[src/hdl/gated_nearest_landmark_match_macros.svh]
// Assertion macros for the landmark matcher.
// Define NO_ASSERTIONS to compile every check away.
`ifndef GATED_NEAREST_LANDMARK_MATCH_MACROS_SVH
`define GATED_NEAREST_LANDMARK_MATCH_MACROS_SVH

`ifndef NO_ASSERTIONS

// Check the effect in the same cycle as the cause
`define GLNM_ASSERT_SAME(label, clk, rst, cause, effect, msg) \
   label: assert property (@(posedge clk) disable iff (rst) (cause) |-> (effect)) \
      else $error(msg);

// Check the effect in the cycle after the cause
`define GLNM_ASSERT_NEXT(label, clk, rst, cause, effect, msg) \
   label: assert property (@(posedge clk) disable iff (rst) (cause) |=> (effect)) \
      else $error(msg);

`else

`define GLNM_ASSERT_SAME(label, clk, rst, cause, effect, msg)
`define GLNM_ASSERT_NEXT(label, clk, rst, cause, effect, msg)

`endif

`endif

[src/hdl/glnm_pkg.sv]
package glnm_pkg;

   // Default table depth
   localparam int MAX_OBSTACLES_DEFAULT = 64;

   // Register and field widths
   localparam int SEP_W   = 15;
   localparam int COORD_W = 16;
   localparam int INDEX_W = 6;

   localparam logic [SEP_W-1:0] MAX_SEP_RESET = 15'd512;

   // Item kinds
   localparam logic [1:0] KIND_CLEAR  = 2'd0;
   localparam logic [1:0] KIND_APPEND = 2'd1;
   localparam logic [1:0] KIND_MATCH  = 2'd2;

   // Cycles from the last table entry entering the distance unit to a settled best
   localparam int DRAIN_CYCLES = 2;

   typedef struct packed {
      logic [1:0]                 kind;
      logic signed [COORD_W-1:0]  pos_x;
      logic signed [COORD_W-1:0]  pos_y;
   } req_payload_type;

   typedef struct packed {
      logic signed [COORD_W-1:0]  corrected_x;
      logic signed [COORD_W-1:0]  corrected_y;
      logic                       matched;
      logic [INDEX_W-1:0]         match_index;
   } rsp_payload_type;

   // One stored obstacle position
   typedef struct packed {
      logic signed [COORD_W-1:0]  x;
      logic signed [COORD_W-1:0]  y;
   } entry_type;

   // Control from the sequencer to the distance unit
   typedef struct packed {
      logic start;
      logic valid;
   } dist_ctl_type;

endpackage

[src/hdl/glnm_stream_if.sv]
interface glnm_stream_if #(
   parameter type payload_type = logic
);
   logic        valid;
   logic        ready;
   payload_type payload;

   modport source (output valid, output payload, input ready);
   modport sink   (input valid, input payload, output ready);
endinterface

[src/hdl/gated_nearest_landmark_match.sv]
// Channel  Direction  Transfer carries
// req      in         kind, pos_x, pos_y
// rsp      out        corrected_x, corrected_y, matched, match_index (match only)
// csr      in         max_separation, written when csr_write_enable is high
//
// Clear and append do not leave idle; req_ready stays high for them.
// A match turns the obstacle ring once through its MAX_OBSTACLES cells,
// feeding one entry a cycle to the distance unit, then its pipeline drains
// and the result is loaded.
// Reset clears the entry count and sets max_separation to 512; no table sweep.
// The result register holds one result; clears and appends flow while it waits,
// but a stalled rsp holds a finished match and blocks all requests.
`include "gated_nearest_landmark_match_macros.svh"

module gated_nearest_landmark_match #(
   parameter int MAX_OBSTACLES = glnm_pkg::MAX_OBSTACLES_DEFAULT
) (
   input  logic                        clock,
   input  logic                        reset,
   input  logic                        csr_write_enable,
   input  logic [glnm_pkg::SEP_W-1:0]  csr_write_data,
   glnm_stream_if.sink                 req,
   glnm_stream_if.source               rsp
);

   localparam int CNT_W = $clog2(MAX_OBSTACLES + 1);
   localparam int IDX_W = (MAX_OBSTACLES > 1) ? $clog2(MAX_OBSTACLES) : 1;

   typedef enum logic [3:0] {
      ST_IDLE   = 4'b0001,
      ST_SCAN   = 4'b0010,
      ST_DRAIN  = 4'b0100,
      ST_FINISH = 4'b1000
   } state_type;

   state_type                   state_ff, state_in;
   logic [CNT_W-1:0]            count_ff, count_in;
   logic [CNT_W-1:0]            step_ff, step_in;
   logic [glnm_pkg::SEP_W-1:0]  sep_ff;
   logic                        rsp_valid_ff, rsp_valid_in;
   glnm_pkg::rsp_payload_type   rsp_data_ff, rsp_data_in;

   glnm_pkg::entry_type         cell_q [MAX_OBSTACLES];
   glnm_pkg::entry_type         head_d;
   glnm_pkg::entry_type         new_entry;
   logic                        shift_en;
   logic                        req_accept;
   logic                        is_match;
   logic                        is_append;
   logic                        is_clear;
   logic                        not_full;
   logic                        rsp_load;
   logic [CNT_W:0]              pos_sum;
   logic [CNT_W:0]              slot_wide;
   logic                        in_range;
   glnm_pkg::dist_ctl_type      dist_ctl;
   logic                        found;
   glnm_pkg::entry_type         best;
   logic [IDX_W-1:0]            best_slot;

   // Decode the request
   assign req.ready  = (state_ff == ST_IDLE);
   assign req_accept = req.valid && req.ready;
   assign is_clear   = (req.payload.kind == glnm_pkg::KIND_CLEAR);
   assign is_append  = (req.payload.kind == glnm_pkg::KIND_APPEND);
   assign is_match   = (req.payload.kind == glnm_pkg::KIND_MATCH);
   assign not_full   = (count_ff < CNT_W'(MAX_OBSTACLES));
   assign new_entry  = '{x: req.payload.pos_x, y: req.payload.pos_y};

   // Rotate the ring during a scan, push at the head on an append
   assign shift_en = (state_ff == ST_SCAN) || (req_accept && is_append && not_full);
   assign head_d   = (state_ff == ST_SCAN) ? cell_q[MAX_OBSTACLES-1] : new_entry;

   for (genvar i = 0; i < MAX_OBSTACLES; i++) begin : g_cell
      if (i == 0) begin : g_head
         glnm_cell u_cell (
            .clock (clock),
            .shift (shift_en),
            .d     (head_d),
            .q     (cell_q[i])
         );
      end else begin : g_body
         glnm_cell u_cell (
            .clock (clock),
            .shift (shift_en),
            .d     (cell_q[i-1]),
            .q     (cell_q[i])
         );
      end
   end

   // The tail shows slot 0 first once step reaches MAX_OBSTACLES - count
   assign pos_sum   = {1'b0, step_ff} + {1'b0, count_ff};
   assign in_range  = (pos_sum >= (CNT_W+1)'(MAX_OBSTACLES));
   assign slot_wide = pos_sum - (CNT_W+1)'(MAX_OBSTACLES);

   assign dist_ctl.start = req_accept && is_match;
   assign dist_ctl.valid = (state_ff == ST_SCAN) && in_range;

   glnm_dist #(
      .MAX_OBSTACLES (MAX_OBSTACLES)
   ) u_dist (
      .clock     (clock),
      .reset     (reset),
      .ctl       (dist_ctl),
      .max_sep   (sep_ff),
      .landmark  (new_entry),
      .cand      (cell_q[MAX_OBSTACLES-1]),
      .cand_slot (slot_wide[IDX_W-1:0]),
      .found     (found),
      .best      (best),
      .best_slot (best_slot)
   );

   // Sequencer
   always_comb begin
      state_in = state_ff;
      count_in = count_ff;
      step_in  = step_ff;
      rsp_load = 1'b0;
      case (state_ff)
         ST_IDLE: begin
            if (req_accept) begin
               if (is_clear) begin
                  count_in = '0;
               end else if (is_append && not_full) begin
                  count_in = count_ff + 1'b1;
               end else if (is_match) begin
                  state_in = ST_SCAN;
                  step_in  = '0;
               end
            end
         end
         ST_SCAN: begin
            if (step_ff == CNT_W'(MAX_OBSTACLES - 1)) begin
               state_in = ST_DRAIN;
               step_in  = '0;
            end else begin
               step_in = step_ff + 1'b1;
            end
         end
         ST_DRAIN: begin
            if (step_ff == CNT_W'(glnm_pkg::DRAIN_CYCLES - 1)) begin
               state_in = ST_FINISH;
            end else begin
               step_in = step_ff + 1'b1;
            end
         end
         ST_FINISH: begin
            if (!rsp_valid_ff || rsp.ready) begin
               rsp_load = 1'b1;
               state_in = ST_IDLE;
            end
         end
         default: begin
            state_in = ST_IDLE;
         end
      endcase
   end

   // Result register
   always_comb begin
      rsp_valid_in = rsp_valid_ff;
      rsp_data_in  = rsp_data_ff;
      if (rsp_load) begin
         rsp_valid_in             = 1'b1;
         rsp_data_in.corrected_x  = best.x;
         rsp_data_in.corrected_y  = best.y;
         rsp_data_in.matched      = found;
         rsp_data_in.match_index  = glnm_pkg::INDEX_W'(best_slot);
      end else if (rsp.ready) begin
         rsp_valid_in = 1'b0;
      end
   end

   always_ff @(posedge clock) begin
      if (reset) begin
         state_ff     <= ST_IDLE;
         count_ff     <= '0;
         step_ff      <= '0;
         sep_ff       <= glnm_pkg::MAX_SEP_RESET;
         rsp_valid_ff <= 1'b0;
      end else begin
         state_ff     <= state_in;
         count_ff     <= count_in;
         step_ff      <= step_in;
         rsp_valid_ff <= rsp_valid_in;
         if (csr_write_enable) begin
            sep_ff <= csr_write_data;
         end
      end
   end

   always_ff @(posedge clock) begin
      rsp_data_ff <= rsp_data_in;
   end

   assign rsp.valid   = rsp_valid_ff;
   assign rsp.payload = rsp_data_ff;

   // Checks
   `GLNM_ASSERT_NEXT(a_clear_empties, clock, reset, req_accept && is_clear, count_ff == '0, "clear did not empty the table")
   `GLNM_ASSERT_NEXT(a_full_holds, clock, reset, req_accept && is_append && !not_full, count_ff == CNT_W'(MAX_OBSTACLES), "append to a full table changed the count")
   `GLNM_ASSERT_NEXT(a_match_starts, clock, reset, req_accept && is_match, (state_ff == ST_SCAN) && (step_ff == '0), "match did not start a scan")
   `GLNM_ASSERT_NEXT(a_scan_ends, clock, reset, (state_ff == ST_SCAN) && (step_ff == CNT_W'(MAX_OBSTACLES - 1)), state_ff == ST_DRAIN, "scan did not end after one turn")

endmodule

[src/hdl/glnm_cell.sv]
module glnm_cell (
   input  logic                clock,
   input  logic                shift,
   input  glnm_pkg::entry_type d,
   output glnm_pkg::entry_type q
);

   glnm_pkg::entry_type entry_ff;

   // Take the neighbor's entry on a shift, hold otherwise
   always_ff @(posedge clock) begin
      if (shift) begin
         entry_ff <= d;
      end
   end

   assign q = entry_ff;

endmodule

[src/hdl/glnm_dist.sv]
module glnm_dist #(
   parameter int MAX_OBSTACLES = glnm_pkg::MAX_OBSTACLES_DEFAULT
) (
   input  logic                        clock,
   input  logic                        reset,
   input  glnm_pkg::dist_ctl_type      ctl,
   input  logic [glnm_pkg::SEP_W-1:0]  max_sep,
   input  glnm_pkg::entry_type         landmark,
   input  glnm_pkg::entry_type         cand,
   input  logic [((MAX_OBSTACLES > 1) ? $clog2(MAX_OBSTACLES) : 1)-1:0] cand_slot,
   output logic                        found,
   output glnm_pkg::entry_type         best,
   output logic [((MAX_OBSTACLES > 1) ? $clog2(MAX_OBSTACLES) : 1)-1:0] best_slot
);

   localparam int IDX_W = (MAX_OBSTACLES > 1) ? $clog2(MAX_OBSTACLES) : 1;
   localparam int CW    = glnm_pkg::COORD_W;
   localparam int SQ_W  = 2 * CW;
   localparam int D2_W  = SQ_W + 1;
   localparam int LIM_W = 2 * glnm_pkg::SEP_W;

   glnm_pkg::entry_type land_ff;

   // Stage A: absolute differences
   logic                a_valid_ff, a_valid_in;
   logic [CW-1:0]       a_abs_x_ff, a_abs_x_in;
   logic [CW-1:0]       a_abs_y_ff, a_abs_y_in;
   glnm_pkg::entry_type a_entry_ff;
   logic [IDX_W-1:0]    a_slot_ff;

   // Stage B: squares
   logic                b_valid_ff, b_valid_in;
   logic [SQ_W-1:0]     b_sq_x_ff, b_sq_x_in;
   logic [SQ_W-1:0]     b_sq_y_ff, b_sq_y_in;
   glnm_pkg::entry_type b_entry_ff;
   logic [IDX_W-1:0]    b_slot_ff;

   // Best so far
   logic                found_ff, found_in;
   logic [D2_W-1:0]     best_d2_ff, best_d2_in;
   glnm_pkg::entry_type best_ff, best_in;
   logic [IDX_W-1:0]    best_slot_ff, best_slot_in;

   logic signed [CW:0]  dx;
   logic signed [CW:0]  dy;
   logic [CW:0]         mag_x;
   logic [CW:0]         mag_y;
   logic [LIM_W-1:0]    limit;
   logic [D2_W-1:0]     d2;

   // Difference to the landmark, then magnitude
   always_comb begin
      dx         = {land_ff.x[CW-1], land_ff.x} - {cand.x[CW-1], cand.x};
      dy         = {land_ff.y[CW-1], land_ff.y} - {cand.y[CW-1], cand.y};
      mag_x      = dx[CW] ? (~dx + 1'b1) : dx;
      mag_y      = dy[CW] ? (~dy + 1'b1) : dy;
      a_abs_x_in = mag_x[CW-1:0];
      a_abs_y_in = mag_y[CW-1:0];
      a_valid_in = ctl.valid;
   end

   // Square each magnitude
   always_comb begin
      b_sq_x_in  = {{CW{1'b0}}, a_abs_x_ff} * {{CW{1'b0}}, a_abs_x_ff};
      b_sq_y_in  = {{CW{1'b0}}, a_abs_y_ff} * {{CW{1'b0}}, a_abs_y_ff};
      b_valid_in = a_valid_ff;
   end

   // Keep the strictly smaller distance, earlier slot wins ties
   always_comb begin
      limit        = {{glnm_pkg::SEP_W{1'b0}}, max_sep} * {{glnm_pkg::SEP_W{1'b0}}, max_sep};
      d2           = {1'b0, b_sq_x_ff} + {1'b0, b_sq_y_ff};
      found_in     = found_ff;
      best_d2_in   = best_d2_ff;
      best_in      = best_ff;
      best_slot_in = best_slot_ff;
      if (ctl.start) begin
         found_in     = 1'b0;
         best_d2_in   = {{(D2_W-LIM_W){1'b0}}, limit};
         best_in      = landmark;
         best_slot_in = '0;
      end else if (b_valid_ff && (d2 < best_d2_ff)) begin
         found_in     = 1'b1;
         best_d2_in   = d2;
         best_in      = b_entry_ff;
         best_slot_in = b_slot_ff;
      end
   end

   // Control registers
   always_ff @(posedge clock) begin
      if (reset) begin
         a_valid_ff <= 1'b0;
         b_valid_ff <= 1'b0;
         found_ff   <= 1'b0;
      end else begin
         a_valid_ff <= a_valid_in;
         b_valid_ff <= b_valid_in;
         found_ff   <= found_in;
      end
   end

   // Datapath registers
   always_ff @(posedge clock) begin
      if (ctl.start) begin
         land_ff <= landmark;
      end
      a_abs_x_ff   <= a_abs_x_in;
      a_abs_y_ff   <= a_abs_y_in;
      a_entry_ff   <= cand;
      a_slot_ff    <= cand_slot;
      b_sq_x_ff    <= b_sq_x_in;
      b_sq_y_ff    <= b_sq_y_in;
      b_entry_ff   <= a_entry_ff;
      b_slot_ff    <= a_slot_ff;
      best_d2_ff   <= best_d2_in;
      best_ff      <= best_in;
      best_slot_ff <= best_slot_in;
   end

   assign found     = found_ff;
   assign best      = best_ff;
   assign best_slot = best_slot_ff;

endmodule

[src/flat_wrapper.sv]
// flat-port wrapper written by rule: the top's interface ports become plain ports
module gated_nearest_landmark_match_flat 
#(
   parameter int MAX_OBSTACLES = glnm_pkg::MAX_OBSTACLES_DEFAULT
)
  (clock, reset, csr_write_enable, csr_write_data, req_valid, req_payload, req_ready, rsp_valid, rsp_payload, rsp_ready);
  glnm_stream_if #(.payload_type(glnm_pkg::req_payload_type)) req_i ();
  glnm_stream_if #(.payload_type(glnm_pkg::rsp_payload_type)) rsp_i ();
  input  logic clock;
  input  logic reset;
  input  logic csr_write_enable;
  input  logic [glnm_pkg::SEP_W-1:0] csr_write_data;
  input wire logic [$bits(req_i.valid)-1:0] req_valid;
  input wire logic [$bits(req_i.payload)-1:0] req_payload;
  output wire logic [$bits(req_i.ready)-1:0] req_ready;
  output wire logic [$bits(rsp_i.valid)-1:0] rsp_valid;
  output wire logic [$bits(rsp_i.payload)-1:0] rsp_payload;
  input wire logic [$bits(rsp_i.ready)-1:0] rsp_ready;
  assign req_i.valid = req_valid;
  assign req_i.payload = req_payload;
  assign req_ready = req_i.ready;
  assign rsp_valid = rsp_i.valid;
  assign rsp_payload = rsp_i.payload;
  assign rsp_i.ready = rsp_ready;
  gated_nearest_landmark_match #(.MAX_OBSTACLES(MAX_OBSTACLES)) u_core (.clock(clock), .reset(reset), .csr_write_enable(csr_write_enable), .csr_write_data(csr_write_data), .req(req_i), .rsp(rsp_i));
endmodule
[config.mk]
export PLATFORM = sky130hd
export DESIGN_NAME = gated_nearest_landmark_match_flat
export DESIGN_NICKNAME = d
export VERILOG_FILES = /design/src/hdl/glnm_pkg.sv /design/src/hdl/glnm_stream_if.sv /design/src/hdl/gated_nearest_landmark_match.sv /design/src/hdl/glnm_cell.sv /design/src/hdl/glnm_dist.sv /design/src/flat_wrapper.sv
export VERILOG_INCLUDE_DIRS = /design/src /design/src/hdl
export SDC_FILE = /design/constraint.sdc
export NUM_CORES = 2
export LEC_CHECK = 0
export BUFFER_PORTS_ARGS = -buffer_cell sky130_fd_sc_hd__buf_4
export CELL_PAD_IN_SITES_DETAIL_PLACEMENT = 0
export CELL_PAD_IN_SITES_GLOBAL_PLACEMENT = 2
export CORE_MARGIN = 3
export CORE_UTILIZATION = 44
export CTS_CLUSTER_DIAMETER = 50
export DETAILED_ROUTE_END_ITERATION = 7
export HOLD_SLACK_MARGIN = 0.05
export PLACE_DENSITY_LB_ADDON = 0.1
export SYNTH_ARGS = -nofsm -noshare
export SYNTH_HDL_FRONTEND = slang
export SYNTH_SLANG_ARGS = --single-unit
[constraint.sdc]
create_clock -name clock -period 37.5 [get_ports clock]
set_input_delay 9.375 -clock clock [delete_from_list [all_inputs] [get_ports clock]]
set_output_delay 9.375 -clock clock [all_outputs]
set_load 0.05 [all_outputs]
==> impl_metrics.py <==
metrics = {
    "floorplan": {
        "die_h_um": 475.4,
        "coreArea_sq_um": 218000,
        "start_util": 0.4446,
        "die_area_sq_um": 226000,
        "pin_count": 95,
        "die_w_um": 475.4,
        "placementRows": 171,
    },
    "timing": {
        "timing.final.crit_period_ps": 14530,
        "slew_headroom": 0.3012,
        "grt_setup_unrepaired": "false",
        "fin_skew_ps": 101.6,
        "fin_tns_setup_ps": 0,
        "fmax_mhz": 68.81,
        "hold-worst-slack_ps": 318.5,
        "setup_ws_ps": 22970,
        "max_slew.worst_pin.slew_ps": 1048,
        "setup_viol": 0,
        "slew_viol_final": 0,
        "hold_viol_final": 0,
        "post-route-period-util": 0.3875,
    },
    "placement": {
        "place_congestion": 0.7550,
        "hpwlAfterDp_mm": 106.2,
        "dpl_cell_area_sq_um": 101400,
        "numPortBuffers": 94,
        "pre_cts_slack_ps": 21890,
        "placedCellCount": 8629,
    },
    "run": {
        "maxCapViolations": 0,
    },
    "synthesis": {
        "ys.flop_type": "edfxtp_1",
        "synth_nets": 6633,
        "ys_seq_area_frac": 0.7203,
        "synth-edff-count": 2181,
        "syn_inst": 5717,
        "synth_area_per_cell_sq_um": 16.95,
        "synth_top_area_frac": 0.6757,
        "ys_ff_latch": 2397,
        "netlist_area_sq_um": 96930,
        "yosys-top-cells-area": "edfxtp_1, fa_1, ha_1",
        "yosys_warnings": 0,
        "synth.distinct_cells": 79,
        "yosys.area.top_type": "edfxtp_1",
        "async_reset_ff_frac": 0,
    },
    "min_path": {
        "hold_start": "u_core.u_dist.a_entry_ff[6]",
        "min_to": "u_core.u_dist.b_entry_ff[6]",
        "whs_path_depth": 0,
        "hp-class": "register to register",
    },
    "cts": {
        "cts-htree-levels": 5,
        "cts_hold_buf": 0,
        "cts_setup_buffers": 0,
        "cts_buffers": 281,
        "cts.sinks": 2397,
        "clk_latency_ps": 900,
        "cts_tree": "done",
        "clk_pin_slew_ps": 60,
        "cts_root_buf": "clkbuf_16",
        "clock_path_buffers": 4,
        "ctsResizeCount": 0,
    },
    "critical_path": {
        "crit_arrival_ps": 15040,
        "rr_worst_depth": 19,
        "timing.rr.start": "u_core.u_dist.a_abs_y_ff[9]",
        "start_kind": "primary input",
        "path_buf_inv": 6,
        "endpoint_kind": "register",
        "critPathRequiredTime_ps": 38010,
        "ff2ff_setup_slack_ps": 30480,
        "cp_max_fo": 184,
        "path_common_cell": "buf_4",
        "slowest_stage": "buf_4",
        "slowest_delay_ps": 880,
        "worst_path_dominant_cell_family": "buffers and inverters",
        "reg2reg_to": "u_core.u_dist.b_sq_y_ff[30]",
        "worstPathCellList": "buf_4, nand3b_1, nor3b_1, or2_4, buf_12, buf_12, buf_4, buf_4, buf_4",
        "critPathKind": "primary input to register",
    },
    "detailed_routing": {
        "firstDrtPassIters": 7,
        "drtIter0Drc": 3056,
        "via_per_inst": 4.833,
        "post_drt_wl_per_cell_um": 18.29,
        "drtAntennaViolNets": 0,
        "num_vias": 44025,
        "drc_errors": 0,
        "wl_mm": 166.6,
    },
    "global_route": {
        "grt_pass1_wl_mm": 262.5,
        "antenna_found_initial": 12,
        "grt.overflow.total": 0,
        "grt_pass1_vias": 45564,
        "grt_use_total": 0.1498,
        "grt_max_degree": 200,
    },
    "layout": {
        "drive_gt1_frac": 0.1003,
        "area_growth_pct": 13.76,
        "instances_no_fill": 9110,
        "fin_area_sq_um": 110300,
        "final_util": 0.5058,
        "num-nets-final": 6974,
    },
    "power_and_ir_drop": {
        "ir_drop_uv": 91.46,
        "power.total_mw": 8.641,
        "power_density_nw_per_um2": 78.36,
        "power.leakage_nw": 41.02,
    },
    "outcome": {
        "status": "finished clean",
    },
}
==> synthesized netlist by cell type (all sizes together) (11+ instances only) <==
| cell type | instances |
|---|---|
| clkbuf | 82 |
| nand2b | 21 |
| a21oi | 108 |
| a31oi | 15 |
| edfxtp | 2181 |
| inv | 779 |
| nand4 | 24 |
| mux2i | 22 |
| dfxtp | 216 |
| or3 | 13 |
| a21o | 85 |
| xor2 | 57 |
| and3 | 12 |
| xnor2 | 131 |
| nand3 | 25 |
| o21ai | 93 |
| fa | 464 |
| o21a | 19 |
| and2 | 130 |
| mux2 | 43 |
| nor2 | 160 |
| nor2b | 36 |
| or2 | 11 |
| nor3 | 26 |
| o31ai | 15 |
| ha | 398 |
| nand2 | 383 |
| o21bai | 22 |
| a211oi | 20 |
==> how the worst max path moves through the flow <==
stage / from / endpoint / slack, ps / cells past startpoint
after floorplan: req_payload[33] / u_core.g_cell[0].g_head.u_cell.q[0] / 1780 / 3
after global placement: req_payload[33] / u_core.g_cell[5].g_body.u_cell.q[19] / 22030 / 9
after detailed placement: req_payload[33] / u_core.g_cell[44].g_body.u_cell.q[23] / 21890 / 9
after CTS: req_payload[33] / u_core.g_cell[9].g_body.u_cell.q[19] / 22900 / 9
after global routing: req_payload[33] / u_core.g_cell[31].g_body.u_cell.q[23] / 22420 / 9
final: req_payload[33] / u_core.g_cell[26].g_body.u_cell.q[19] / 22970 / 9
==> layer usage <==
metal,part of all wire,global-route usage
met1,0.48,0.2209
met2,0.46,0.2289
met3,0.034,0.02570
met4,0.027,0.04579
met5,0.00023,0
==> logic make-up after synthesis <==
kind of cell / synth area share
XOR/XNOR: 0.01699
AND/OR/NAND/NOR: 0.04239
buffers and inverters: 0.03373
AO/OA/AOI/OAI: 0.03215
adder cells (fa/ha/maj): 0.1472
multiplexers: 0.007267
flip-flops: 0.7203
==> placed cells by master, fill, tap and decap left out, types with 10 or more instances in the layout <==
master	instances
inv_1	778
o21ai_1	17
nor2_1	160
nor2b_1	35
xor2_1	57
nand2b_1	21
mux2i_1	22
a21o_1	85
or2_2	10
buf_4	141
nor3_1	26
or3_1	12
edfxtp_1	2181
nand2_1	381
clkinv_1	31
fa_1	464
a211oi_1	18
and3_1	12
mux2_2	43
clkbuf_1	50
o21ai_0	76
clkinv_2	38
xnor2_1	131
and2_1	129
ha_1	398
clkinv_4	10
bufinv_16	25
o21bai_1	22
dfxtp_1	216
o21a_1	19
a31oi_1	15
o31ai_1	14
clkinvlp_4	10
inv_6	12
nand4_1	24
nand3_1	25
a21oi_1	107
clkbuf_16	285
==> layout make-up <==
cell class              instances  area, sq um
diodes                          3        7.507
clock buffers                 342         7416
clock inverters               136         1453
fillers                     17969       107700
inverters                     779         2927
multi-input cells            2451        23880
flip-flops and latches       2397        69820
well taps                    2854         3571
repair buffers                148         1199
==> report_power, final <==
part	internal (mW)	leakage, nW	switching, mW
clock network	1.58	4.33	1.01
registers	3.07	20.3	0.0493
logic	1.21	16.4	1.71
==> worst reg2reg max path, stage by stage, from the launching register on <==
cell and delay [ps]:
dfxtp_1 920, inv_1 280, nor2_1 270, inv_1 100, fa_1 570, fa_1 440, fa_1 520, fa_1 570
fa_1 420, fa_1 510, inv_1 50, ha_1 380, a21o_1 190, a21o_1 160, a21oi_1 130, o21ai_1 100
or3_1 340, o211ai_1 420, o21bai_1 230, o311ai_1 310
==> registers in the layout (all words and copies together) (netlist names), 7 cells and up <==
signal and flops:
u_core.u_dist.best 32, u_core.u_dist.b_entry_ff 32, u_core.count_ff 7, u_core.u_dist.best_d2_ff 33, u_core.rsp.payload 39, u_core.u_dist.land_ff 32, u_core.u_dist.a_entry_ff 32, u_core.u_dist.b_sq_y_ff 31
u_core.step_ff 7, u_core.u_dist.a_abs_y_ff 16, u_core.u_dist.b_sq_x_ff 31, u_core.g_cell.g_head.u_cell.q 32, u_core.sep_ff 15, u_core.g_cell.g_body.u_cell.q 2016, u_core.u_dist.a_abs_x_ff 16
Note: power is estimated with default switching activity, not from simulation.
